==> src/hdl/cspd_pkg.sv <==
`timescale 1ns / 1ps
// ----------------------------------------------------------------------------
// Cycling speed solver package
// Shared widths, constants, register codes, sequencer states and the control
// and status words passed between the sequencer and the datapath.
// ----------------------------------------------------------------------------
package cspd_pkg;

  localparam int SPEED_W   = 21;
  localparam int TGT_W     = 22;
  localparam int CFG_W     = 18;
  localparam int CFG_IDX_W = 3;
  localparam int MUL_W     = 32;
  localparam int PROD_W    = 2 * MUL_W;

  localparam logic [19:0] SPEED_START_Q16 = 20'd637156;
  localparam logic [19:0] GRAV_ROLL_Q16   = 20'd639624;
  localparam logic [9:0]  UW_PER_MW       = 10'd1000;
  localparam logic [9:0]  EFF_FULL        = 10'd1000;
  localparam logic [6:0]  TOL_UW          = 7'd100;
  localparam logic [16:0] FRONT_MASS_MIN  = 17'd50000;
  localparam logic [16:0] FRONT_MASS_MAX  = 17'd100000;

  // Reciprocal of 125 in Q30. It gives exact quotients for dividends below 2^23.
  localparam logic [23:0] KD_RECIP        = 24'd8589935;

  typedef enum logic [CFG_IDX_W-1:0] {
    REG_RIDER_MASS  = 3'd0,
    REG_BIKE_MASS   = 3'd1,
    REG_ROLLING     = 3'd2,
    REG_DRAG        = 3'd3,
    REG_AIR_DENSITY = 3'd4,
    REG_LOSS        = 3'd5
  } cfg_reg_t;

  typedef struct packed {
    logic [17:0] rider_mass_g;
    logic [15:0] bike_mass_g;
    logic [15:0] rolling_coef_q16;
    logic [15:0] drag_coef_q16;
    logic [10:0] air_density_gpm3;
    logic [8:0]  drivetrain_loss_tenths;
  } cfg_t;

  typedef enum logic [3:0] {
    MUL_NONE,
    MUL_TGT,
    MUL_DR,
    MUL_MF,
    MUL_TD,
    MUL_GR,
    MUL_ROLL,
    MUL_QH,
    MUL_QL,
    MUL_SQ,
    MUL_CU,
    MUL_KD,
    MUL_LO,
    MUL_HI
  } mul_sel_t;

  typedef enum logic [4:0] {
    ST_IDLE,
    ST_TGT,
    ST_KA,
    ST_KB,
    ST_KC,
    ST_KD,
    ST_KE,
    ST_KF,
    ST_QH,
    ST_QL,
    ST_SQ,
    ST_CU,
    ST_V3,
    ST_LO,
    ST_HI,
    ST_WH,
    ST_WK,
    ST_CMP,
    ST_FIN
  } state_t;

  typedef struct packed {
    mul_sel_t mul_sel;
    logic     ld_tgt;
    logic     ld_t;
    logic     ld_num;
    logic     ld_thr;
    logic     ld_kr;
    logic     ld_qh;
    logic     ld_kd;
    logic     srch_init;
    logic     ld_acc;
    logic     add_lo;
    logic     ld_wheel;
    logic     ld_wk;
    logic     srch_step;
    logic     ld_out;
  } ctrl_t;

  typedef struct packed {
    logic hit;
    logic out_free;
  } stat_t;

endpackage

==> src/hdl/cycling_speed_from_power_core.sv <==
`timescale 1ns / 1ps
// ----------------------------------------------------------------------------
// Cycling speed solver
// Returns the steady road speed in 2^-16 m/s at which modeled drag, rolling
// resistance and drivetrain loss absorb a given rider power in mW.
// ----------------------------------------------------------------------------
// One word is solved at a time. After its target word is taken, the word runs
// through per-word setup on the single shared 32 by 32 multiplier, two
// reciprocal multiplies that divide the drag constant by 125, then at most
// SEARCH_STEPS search steps of multiplier passes and decisions, and finally a
// load of the output register; the next target word is taken only after that.
// A previous result still stalled on the output holds the new result back
// until it is taken. The search ends early once the modeled power is within
// 0.1 mW of the target. The user must write the registers only while no word
// is in flight; the block itself does not enforce this.
module cycling_speed_from_power_core
  import cspd_pkg::*;
#(
  parameter int SEARCH_STEPS = 25
) (
  input  logic                 clk,
  input  logic                 rst,
  input  logic                 cfg_we,
  input  logic [CFG_IDX_W-1:0] cfg_index,
  input  logic [CFG_W-1:0]     cfg_data,
  input  logic                 target_valid,
  output logic                 target_stall,
  input  logic [TGT_W-1:0]     target_power_mw,
  output logic                 speed_valid,
  input  logic                 speed_stall,
  output logic [SPEED_W-1:0]   speed_q16
);

  cfg_t              cfg;
  ctrl_t             ctrl;
  stat_t             stat;
  logic [MUL_W-1:0]  mul_a;
  logic [MUL_W-1:0]  mul_b;
  logic [PROD_W-1:0] mul_p;

  cspd_regs u_regs (
    .clk       (clk),
    .rst       (rst),
    .cfg_we    (cfg_we),
    .cfg_index (cfg_index),
    .cfg_data  (cfg_data),
    .cfg       (cfg)
  );

  cspd_mul u_mul (
    .clk (clk),
    .a   (mul_a),
    .b   (mul_b),
    .p   (mul_p)
  );

  cspd_seq #(
    .SEARCH_STEPS (SEARCH_STEPS)
  ) u_seq (
    .clk          (clk),
    .rst          (rst),
    .target_valid (target_valid),
    .stat         (stat),
    .target_stall (target_stall),
    .ctrl         (ctrl)
  );

  cspd_dp u_dp (
    .clk             (clk),
    .rst             (rst),
    .cfg             (cfg),
    .ctrl            (ctrl),
    .target_power_mw (target_power_mw),
    .speed_stall     (speed_stall),
    .mul_p           (mul_p),
    .mul_a           (mul_a),
    .mul_b           (mul_b),
    .stat            (stat),
    .speed_valid     (speed_valid),
    .speed_q16       (speed_q16)
  );

endmodule

==> src/hdl/cspd_regs.sv <==
`timescale 1ns / 1ps
// ----------------------------------------------------------------------------
// Cycling speed solver configuration registers
// Holds the rider, bicycle and environment settings written by index.
// ----------------------------------------------------------------------------
module cspd_regs
  import cspd_pkg::*;
(
  input  logic                 clk,
  input  logic                 rst,
  input  logic                 cfg_we,
  input  logic [CFG_IDX_W-1:0] cfg_index,
  input  logic [CFG_W-1:0]     cfg_data,
  output cfg_t                 cfg
);

  always_ff @(posedge clk) begin
    if (rst) begin
      cfg.rider_mass_g           <= 18'd85000;
      cfg.bike_mass_g            <= 16'd9000;
      cfg.rolling_coef_q16       <= 16'd328;
      cfg.drag_coef_q16          <= 16'd41288;
      cfg.air_density_gpm3       <= 11'd1226;
      cfg.drivetrain_loss_tenths <= 9'd30;
    end else if (cfg_we) begin
      unique case (cfg_index)
        REG_RIDER_MASS:  cfg.rider_mass_g           <= cfg_data;
        REG_BIKE_MASS:   cfg.bike_mass_g            <= cfg_data[15:0];
        REG_ROLLING:     cfg.rolling_coef_q16       <= cfg_data[15:0];
        REG_DRAG:        cfg.drag_coef_q16          <= cfg_data[15:0];
        REG_AIR_DENSITY: cfg.air_density_gpm3       <= cfg_data[10:0];
        REG_LOSS:        cfg.drivetrain_loss_tenths <= cfg_data[8:0];
        default: begin
        end
      endcase
    end
  end

endmodule

==> src/hdl/cspd_mul.sv <==
`timescale 1ns / 1ps
// ----------------------------------------------------------------------------
// Cycling speed solver shared multiplier
// One unsigned 32 by 32 multiplier with a registered 64-bit product.
// ----------------------------------------------------------------------------
module cspd_mul
  import cspd_pkg::*;
(
  input  logic              clk,
  input  logic [MUL_W-1:0]  a,
  input  logic [MUL_W-1:0]  b,
  output logic [PROD_W-1:0] p
);

  always_ff @(posedge clk) begin
    p <= PROD_W'(a) * PROD_W'(b);
  end

endmodule

==> src/hdl/cspd_seq.sv <==
`timescale 1ns / 1ps
// ----------------------------------------------------------------------------
// Cycling speed solver sequencer
// Steps the shared multiplier through the per-word setup, the reciprocal
// divide for the drag constant and the halving search, and counts search steps.
// ----------------------------------------------------------------------------
module cspd_seq
  import cspd_pkg::*;
#(
  parameter int SEARCH_STEPS = 25
) (
  input  logic  clk,
  input  logic  rst,
  input  logic  target_valid,
  input  stat_t stat,
  output logic  target_stall,
  output ctrl_t ctrl
);

  localparam int STEP_W = $clog2(SEARCH_STEPS);
  localparam logic [STEP_W-1:0] STEP_LAST = STEP_W'(SEARCH_STEPS - 1);

  state_t            state;
  state_t            state_next;
  logic [STEP_W-1:0] step;

  always_ff @(posedge clk) begin
    if (rst) begin
      state <= ST_IDLE;
    end else begin
      state <= state_next;
    end
  end

  always_ff @(posedge clk) begin
    if (rst) begin
      step <= '0;
    end else begin
      if (state == ST_KF) begin
        step <= '0;
      end
      if (state == ST_CMP) begin
        step <= step + 1'b1;
      end
    end
  end

  always_comb begin
    state_next = state;
    unique case (state)
      ST_IDLE: begin
        if (target_valid) begin
          state_next = ST_TGT;
        end
      end
      ST_TGT: state_next = ST_KA;
      ST_KA:  state_next = ST_KB;
      ST_KB:  state_next = ST_KC;
      ST_KC:  state_next = ST_KD;
      ST_KD:  state_next = ST_KE;
      ST_KE:  state_next = ST_KF;
      ST_KF:  state_next = ST_QH;
      ST_QH:  state_next = ST_QL;
      ST_QL:  state_next = ST_SQ;
      ST_SQ:  state_next = ST_CU;
      ST_CU:  state_next = ST_V3;
      ST_V3:  state_next = ST_LO;
      ST_LO:  state_next = ST_HI;
      ST_HI:  state_next = ST_WH;
      ST_WH:  state_next = ST_WK;
      ST_WK:  state_next = ST_CMP;
      ST_CMP: begin
        if (stat.hit || step == STEP_LAST) begin
          state_next = ST_FIN;
        end else begin
          state_next = ST_SQ;
        end
      end
      ST_FIN: begin
        if (stat.out_free) begin
          state_next = ST_IDLE;
        end
      end
      default: state_next = ST_IDLE;
    endcase
  end

  always_comb begin
    ctrl         = '0;
    ctrl.mul_sel = MUL_NONE;
    target_stall = (state != ST_IDLE);
    unique case (state)
      ST_IDLE: ctrl.ld_tgt = target_valid;
      ST_TGT:  ctrl.mul_sel = MUL_TGT;
      ST_KA: begin
        ctrl.ld_t    = 1'b1;
        ctrl.mul_sel = MUL_DR;
      end
      ST_KB:   ctrl.mul_sel = MUL_MF;
      ST_KC: begin
        ctrl.ld_num  = 1'b1;
        ctrl.mul_sel = MUL_TD;
      end
      ST_KD: begin
        ctrl.ld_thr  = 1'b1;
        ctrl.mul_sel = MUL_GR;
      end
      ST_KE:   ctrl.mul_sel = MUL_ROLL;
      ST_KF: begin
        ctrl.ld_kr     = 1'b1;
        ctrl.srch_init = 1'b1;
        ctrl.mul_sel   = MUL_QH;
      end
      ST_QH: begin
        ctrl.ld_qh   = 1'b1;
        ctrl.mul_sel = MUL_QL;
      end
      ST_QL:   ctrl.ld_kd = 1'b1;
      ST_SQ:   ctrl.mul_sel = MUL_SQ;
      ST_CU:   ctrl.mul_sel = MUL_CU;
      ST_V3:   ctrl.mul_sel = MUL_KD;
      ST_LO: begin
        ctrl.ld_acc  = 1'b1;
        ctrl.mul_sel = MUL_LO;
      end
      ST_HI: begin
        ctrl.add_lo  = 1'b1;
        ctrl.mul_sel = MUL_HI;
      end
      ST_WH:   ctrl.ld_wheel = 1'b1;
      ST_WK:   ctrl.ld_wk = 1'b1;
      ST_CMP:  ctrl.srch_step = 1'b1;
      ST_FIN:  ctrl.ld_out = stat.out_free;
      default: begin
      end
    endcase
  end

endmodule

==> src/hdl/cspd_dp.sv <==
`timescale 1ns / 1ps
// ----------------------------------------------------------------------------
// Cycling speed solver datapath
// Operand selection for the shared multiplier, the drag and rolling
// constants, the decision thresholds, the search speed and the output word.
// ----------------------------------------------------------------------------
module cspd_dp
  import cspd_pkg::*;
(
  input  logic              clk,
  input  logic              rst,
  input  cfg_t              cfg,
  input  ctrl_t             ctrl,
  input  logic [TGT_W-1:0]  target_power_mw,
  input  logic              speed_stall,
  input  logic [PROD_W-1:0] mul_p,
  output logic [MUL_W-1:0]  mul_a,
  output logic [MUL_W-1:0]  mul_b,
  output stat_t             stat,
  output logic              speed_valid,
  output logic [SPEED_W-1:0] speed_q16
);

  logic [TGT_W-1:0]   tgt;
  logic [31:0]        t_uw;
  logic [34:0]        dq;
  logic [12:0]        kd_hi;
  logic [27:0]        kd8;
  logic [41:0]        thr_g;
  logic [41:0]        thr_h;
  logic [41:0]        thr_l;
  logic [39:0]        kr8;
  logic [SPEED_W-1:0] speed;
  logic [19:0]        adj;
  logic [33:0]        acc;
  logic [37:0]        wheel;
  logic [47:0]        wk;

  logic [9:0]         dval;
  logic [16:0]        mf;
  logic [18:0]        mass_sum;
  logic [45:0]        p3;
  logic [16:0]        d_tol;
  logic [16:0]        d_tol1;
  logic [48:0]        kr_x1000;
  logic [12:0]        q_hi;
  logic [19:0]        q_hi_rem;
  logic               high;
  logic [SPEED_W-1:0] spd_down;
  logic [SPEED_W-1:0] spd_up;

  always_comb begin
    dval     = EFF_FULL - {1'b0, cfg.drivetrain_loss_tenths};
    mass_sum = {1'b0, cfg.rider_mass_g} + 19'(cfg.bike_mass_g);
    if (cfg.rider_mass_g < 18'(FRONT_MASS_MIN)) begin
      mf = FRONT_MASS_MIN;
    end else if (cfg.rider_mass_g > 18'(FRONT_MASS_MAX)) begin
      mf = FRONT_MASS_MAX;
    end else begin
      mf = cfg.rider_mass_g[16:0];
    end
    p3       = {1'b0, mul_p[43:0], 1'b0} + {2'b0, mul_p[43:0]};
    d_tol    = 17'(dval * TOL_UW);
    d_tol1   = d_tol - 17'(dval);
    kr_x1000 = {mul_p[38:0], 10'b0} - {6'b0, mul_p[38:0], 4'b0}
             - {7'b0, mul_p[38:0], 3'b0};
    q_hi     = mul_p[42:30];
    q_hi_rem = {1'b0, dq[34:16]}
             - ({q_hi, 7'b0} - {6'b0, q_hi, 1'b0} - {7'b0, q_hi});
    stat.hit = (wk >= {6'b0, thr_l}) && (wk < {6'b0, thr_h});
    high     = (wk >= {6'b0, thr_g});
    spd_down = (speed > {1'b0, adj}) ? speed - {1'b0, adj} : '0;
    spd_up   = speed + {1'b0, adj};
    stat.out_free = !speed_valid || !speed_stall;
  end

  always_comb begin
    mul_a = '0;
    mul_b = '0;
    unique case (ctrl.mul_sel)
      MUL_TGT: begin
        mul_a = 32'(tgt);
        mul_b = 32'(UW_PER_MW);
      end
      MUL_DR: begin
        mul_a = 32'(cfg.drag_coef_q16);
        mul_b = 32'(cfg.air_density_gpm3);
      end
      MUL_MF: begin
        mul_a = 32'(mul_p[26:0]);
        mul_b = 32'(mf);
      end
      MUL_TD: begin
        mul_a = t_uw;
        mul_b = 32'(dval);
      end
      MUL_GR: begin
        mul_a = 32'(mass_sum);
        mul_b = 32'(GRAV_ROLL_Q16);
      end
      MUL_ROLL: begin
        mul_a = 32'(mul_p[38:16]);
        mul_b = 32'(cfg.rolling_coef_q16);
      end
      MUL_QH: begin
        mul_a = 32'(dq[34:16]);
        mul_b = 32'(KD_RECIP);
      end
      MUL_QL: begin
        mul_a = 32'({q_hi_rem[6:0], dq[15:0]});
        mul_b = 32'(KD_RECIP);
      end
      MUL_SQ: begin
        mul_a = 32'(speed);
        mul_b = 32'(speed);
      end
      MUL_CU: begin
        mul_a = 32'(mul_p[41:16]);
        mul_b = 32'(speed);
      end
      MUL_KD: begin
        mul_a = 32'(kd8);
        mul_b = 32'(mul_p[46:16]);
      end
      MUL_LO: begin
        mul_a = 32'(kr8[23:0]);
        mul_b = 32'(speed);
      end
      MUL_HI: begin
        mul_a = 32'(kr8[39:24]);
        mul_b = 32'(speed);
      end
      MUL_NONE: begin
      end
      default: begin
      end
    endcase
  end

  always_ff @(posedge clk) begin
    if (ctrl.ld_tgt) begin
      tgt <= target_power_mw;
    end
    if (ctrl.ld_t) begin
      t_uw <= mul_p[31:0];
    end
    if (ctrl.ld_num) begin
      dq <= p3[45:11];
    end
    if (ctrl.ld_qh) begin
      kd_hi <= q_hi;
    end
    if (ctrl.ld_kd) begin
      kd8 <= 28'({kd_hi, mul_p[45:30]});
    end
    if (ctrl.ld_thr) begin
      thr_g <= mul_p[41:0] + 42'(dval);
      thr_h <= mul_p[41:0] + 42'(d_tol);
      thr_l <= (mul_p[41:0] >= 42'(d_tol1)) ? mul_p[41:0] - 42'(d_tol1) : '0;
    end
    if (ctrl.ld_kr) begin
      kr8 <= kr_x1000[47:8];
    end
    if (ctrl.srch_init) begin
      speed <= SPEED_W'(SPEED_START_Q16);
      adj   <= SPEED_START_Q16;
    end else if (ctrl.srch_step) begin
      if (!stat.hit) begin
        speed <= high ? spd_down : spd_up;
      end
      adj <= adj >> 1;
    end
    if (ctrl.ld_acc) begin
      acc <= mul_p[57:24];
    end else if (ctrl.add_lo) begin
      acc <= acc + 34'(mul_p[44:24]);
    end
    if (ctrl.ld_wheel) begin
      wheel <= {4'b0, acc} + mul_p[37:0];
    end
    if (ctrl.ld_wk) begin
      wk <= {wheel, 10'b0} - {6'b0, wheel, 4'b0} - {7'b0, wheel, 3'b0};
    end
    if (ctrl.ld_out) begin
      speed_q16 <= speed;
    end
  end

  always_ff @(posedge clk) begin
    if (rst) begin
      speed_valid <= 1'b0;
    end else if (ctrl.ld_out) begin
      speed_valid <= 1'b1;
    end else if (!speed_stall) begin
      speed_valid <= 1'b0;
    end
  end

endmodule
==> config.mk <==
export PLATFORM = sky130hd
export DESIGN_NAME = cycling_speed_from_power_core
export DESIGN_NICKNAME = d
export VERILOG_FILES = /design/src/hdl/cspd_pkg.sv /design/src/hdl/cycling_speed_from_power_core.sv /design/src/hdl/cspd_regs.sv /design/src/hdl/cspd_mul.sv /design/src/hdl/cspd_seq.sv /design/src/hdl/cspd_dp.sv
export SDC_FILE = /design/constraint.sdc
export NUM_CORES = 2
export LEC_CHECK = 0
export BUFFER_PORTS_ARGS = -buffer_cell sky130_fd_sc_hd__buf_4
export CORE_UTILIZATION = 45
export CTS_CLUSTER_DIAMETER = 80
export DETAILED_ROUTE_END_ITERATION = 10
export HOLD_SLACK_MARGIN = 0.08
export SETUP_SLACK_MARGIN = 0.05
export SYNTH_ARGS = -nofsm -noshare
export SYNTH_HDL_FRONTEND = slang
export SYNTH_SLANG_ARGS = --single-unit
==> constraint.sdc <==
create_clock -name clk -period 17.8 [get_ports clk]
set_input_delay 3.56 -clock clk [delete_from_list [all_inputs] [get_ports clk]]
set_output_delay 3.56 -clock clk [all_outputs]
set_load 0.01 [all_outputs]
==> impl_metrics.ini <==
[status]
status = finished, violations left
violations = DRC

[cells_and_area]
syn_to_final_growth_pct = 8.881
fin_nets = 9859
drive_gt1_frac = 0.05685
nFillCells = 15370
layout.cells.non_filler = 10400

[global_routing]
antenna_found_initial = 16
grt_pass1_wl_mm = 394.9
grt_usage = 0.3206
grt_max_degree = 98
grt_pass1_vias = 60410
grt_overflow = 0

[power_and_ir_drop]
p_sw_mw = 3.819
clockPowerShare = 0.201
leakagePower_nw = 36.14
design_power_total_mw = 8.340
switching_share = 0.4579
p_comb_frac = 0.568
p_int_mw = 4.521
ir_drop_uv = 107.8
seq_power_share = 0.231
p_per_area_nw_per_um2 = 103.1

[floorplanning]
die_area_um2 = 166700
num_rows = 148
io_pins = 71
initial_utilization = 0.4547
fp.dieH_um = 408.2
coreArea_um2 = 163300
die_w_um = 408.2

[clocking]
clockBufferDepth = 3
cts_buffers = 76
clkSlewWorstSetupHoldPaths_ns = 0.06
postCtsSetupBuffers = 0
h-tree-depth = 3
clock-root-buffer = clkbuf_16
cts_tree = built
cts_num_sinks = 629
cts_resized = 0
hold_buffers = 0
insertion_delay_ns = 0.71

[timing]
tightest_slew_ns = 1.399
relSlewSlack = 0.05993
maxSlewViolCount = 0
fmax_mhz = 84.70
period_minus_slack_ns = 11.81
tns_ns = 0
fin_skew_ns = 0.06235
min_period_over_period = 0.6632
finalSetupViolCount = 0
hold_viol_final = 0
postLayoutSetupSlackWorst_ns = 5.994
rsz0062_at_grt = no

[synth]
synth_area_um2 = 74260
synth_edf_count = 433
syn_avg_cell_area_um2 = 9.219
ys_top_cells_by_area = fa_1, edfxtp_1, ha_1
synth_seq_cells = 629
yosysSeqAreaShare = 0.2279
yosysTopAreaCellShare = 0.2534
synthFlopType = edfxtp_1
synth_common_cells = inv_1, nand2_1, fa_1
synth_top_area_cell = fa_1
synth_most_common_cell = inv_1
async_flop_share = 0
ys_warn_count = 0
synth_cell_type_count = 99
synth_cells = 8055

[drt]
routed_wl_mm = 267.7
drtIter0Drc = 6983
num_vias = 60890
drc = 1
avgViaCountPerCell = 5.856
drt-pass1-iter-count = 10
wl_per_cell_um = 25.75
ant_nets = 0

[place]
place_inst = 10250
dpl.hpwl_mm = 202.8
numPortBuffers = 70
gp_congestion = 0.9785
post-place-ws_ns = 6.311

[min_path]
hp-class = reg2reg
whs_path_depth = 0
min_to = u_dp.kd8[27]
hp-start = u_dp.kd_hi[11]

[worst_setup_path]
critPathRequiredTime_ns = 18.42
crit_type = reg2reg
critPathSlowestCell = dfxtp_1
end_kind = flip-flop
r2r_start = u_seq.state[0]
r2r_slack_ns = 5.99
worst_path_most_repeated_cell = fa_1
cp_max_fo = 55
r2r-end = u_mul.p[55]
cpPeakStageDelay_ns = 1.09
critPathLaunchType = flip-flop
crit_arrival_ns = 12.42
reg2reg_depth = 32

[flow_run]
cap_viol_max_count = 0
## layout by cell type, fill, tap and decap left out, types with 21 or more instances in the layout
cell / netlist / final
inv_1: 1262 / 1260
nand2_1: 983 / 982
fa_1: 940 / 940
ha_1: 721 / 721
nor2_1: 684 / 678
a21oi_1: 444 / 443
edfxtp_1: 433 / 433
xnor2_1: 268 / 268
buf_4: 4 / 239
o21ai_0: 240 / 236
dfxtp_1: 196 / 196
a21o_1: 175 / 175
nand3_1: 128 / 128
xor2_1: 112 / 112
nor3_1: 92 / 89
clkbuf_16: 0 / 77
conb_1: 2 / 70
nand4_1: 69 / 69
nand2b_1: 65 / 65
o21a_1: 62 / 62
o21bai_1: 57 / 56
and3_1: 54 / 54
nor2b_1: 53 / 53
and2_1: 45 / 45
a22oi_1: 44 / 44
o211ai_1: 43 / 43
a31oi_1: 42 / 42
nand3b_1: 40 / 40
a221oi_1: 44 / 40
a211oi_1: 42 / 37
a22o_1: 29 / 28
or3_1: 26 / 26
nor4_1: 30 / 24
a222oi_1: 22 / 22
a21boi_0: 22 / 22
o31ai_1: 24 / 22
a211o_1: 21 / 21
## metal layers
layer  vias up  share of wire  track usage
met3       699           0.11      0.08888
li1      26800              -            -
met4         6          0.054       0.1491
met2      3048           0.44       0.4879
met5         -        0.00078     0.007471
met1     30340           0.40       0.4217
## sequential cells by signal (all words and copies together) (netlist names)
register,cells
u_dp.kr8,40
u_dp.tgt,22
u_seq.state,5
u_regs.cfg,86
u_dp.thr_g,42
u_dp.speed_valid,1
u_dp.kd8,28
u_dp.speed_q16,21
u_dp.kd_hi,12
u_mul.p,58
u_dp.adj,20
u_dp.dq,35
u_dp.thr_h,42
u_dp.acc,34
u_dp.wheel,38
u_seq.step,5
u_dp.t_uw,32
u_dp.thr_l,42
u_dp.speed,21
u_dp.wk,45
## worst max-delay path by stage
stage,start,end,cells after the start
after detailed placement,u_seq.state[0],u_mul.p[54],32
final,u_seq.state[0],u_mul.p[55],32
after CTS,u_seq.state[1],u_mul.p[54],34
after floorplan,u_seq.state[1],u_mul.p[55],36
after global placement,u_seq.state[0],u_mul.p[54],32
after global routing,u_seq.state[0],u_mul.p[55],30
## worst max-delay path: cells and delay by family, from the launching register on
family | cells | cell delay, ns
compound gates | 8 | 3.21
flops | 1 | 1.09
fa+ha+maj | 9 | 4.02
simple gates | 6 | 1.41
xor+xnor | 1 | 0.16
buf+inv | 8 | 1.78
## metrics by stage
stage | cell area [um2] | utilization | hold slack [ns]
2_1_floorplan | 74520 | - | 0.4003
4_1_cts | 80840 | 0.4949 | 0.4192
5_1_grt | 80840 | 0.4950 | 0.4194
6_report | 80860 | 0.4951 | 0.4178
3_5_place_dp | 78170 | 0.4786 | 0.4056
3_3_place_gp | 78170 | 0.4786 | 0.4010
## power by group through the flow
stage               Sequential [mW]  Clock, mW  Combinational (mW)
global placement               1.96          0                4.57
detailed placement             1.96          0                4.57
finish                         1.93       1.67                4.74
global route                   1.94       1.74                5.14
CTS                            1.93       1.69                4.62
floorplan                      1.97          0                3.10
## logic make-up after synthesis
kind of cell    after synthesis  synth area share
compound gates             1485            0.1324
xor+xnor                    380           0.04482
fa+ha+maj                  1661            0.3749
buf+inv                    1556           0.07963
flops                       629            0.2279
mux                          11          0.001533
other cells                   2         0.0001011
simple gates               2331            0.1387
## final cells by class
cell class,instances,area (um2),share of cell area
diodes,8,20.02,0.0002476
clock buffers,92,2023,0.02502
clock inverters,50,648.1,0.008016
inverters,1266,4757,0.05883
multi-input cells,5938,51970,0.6427
flip-flops and latches,629,16930,0.2093
well taps,2175,2721,0.03366
repair buffers,239,1794,0.02219
Note: power is estimated with default switching activity, not from simulation.
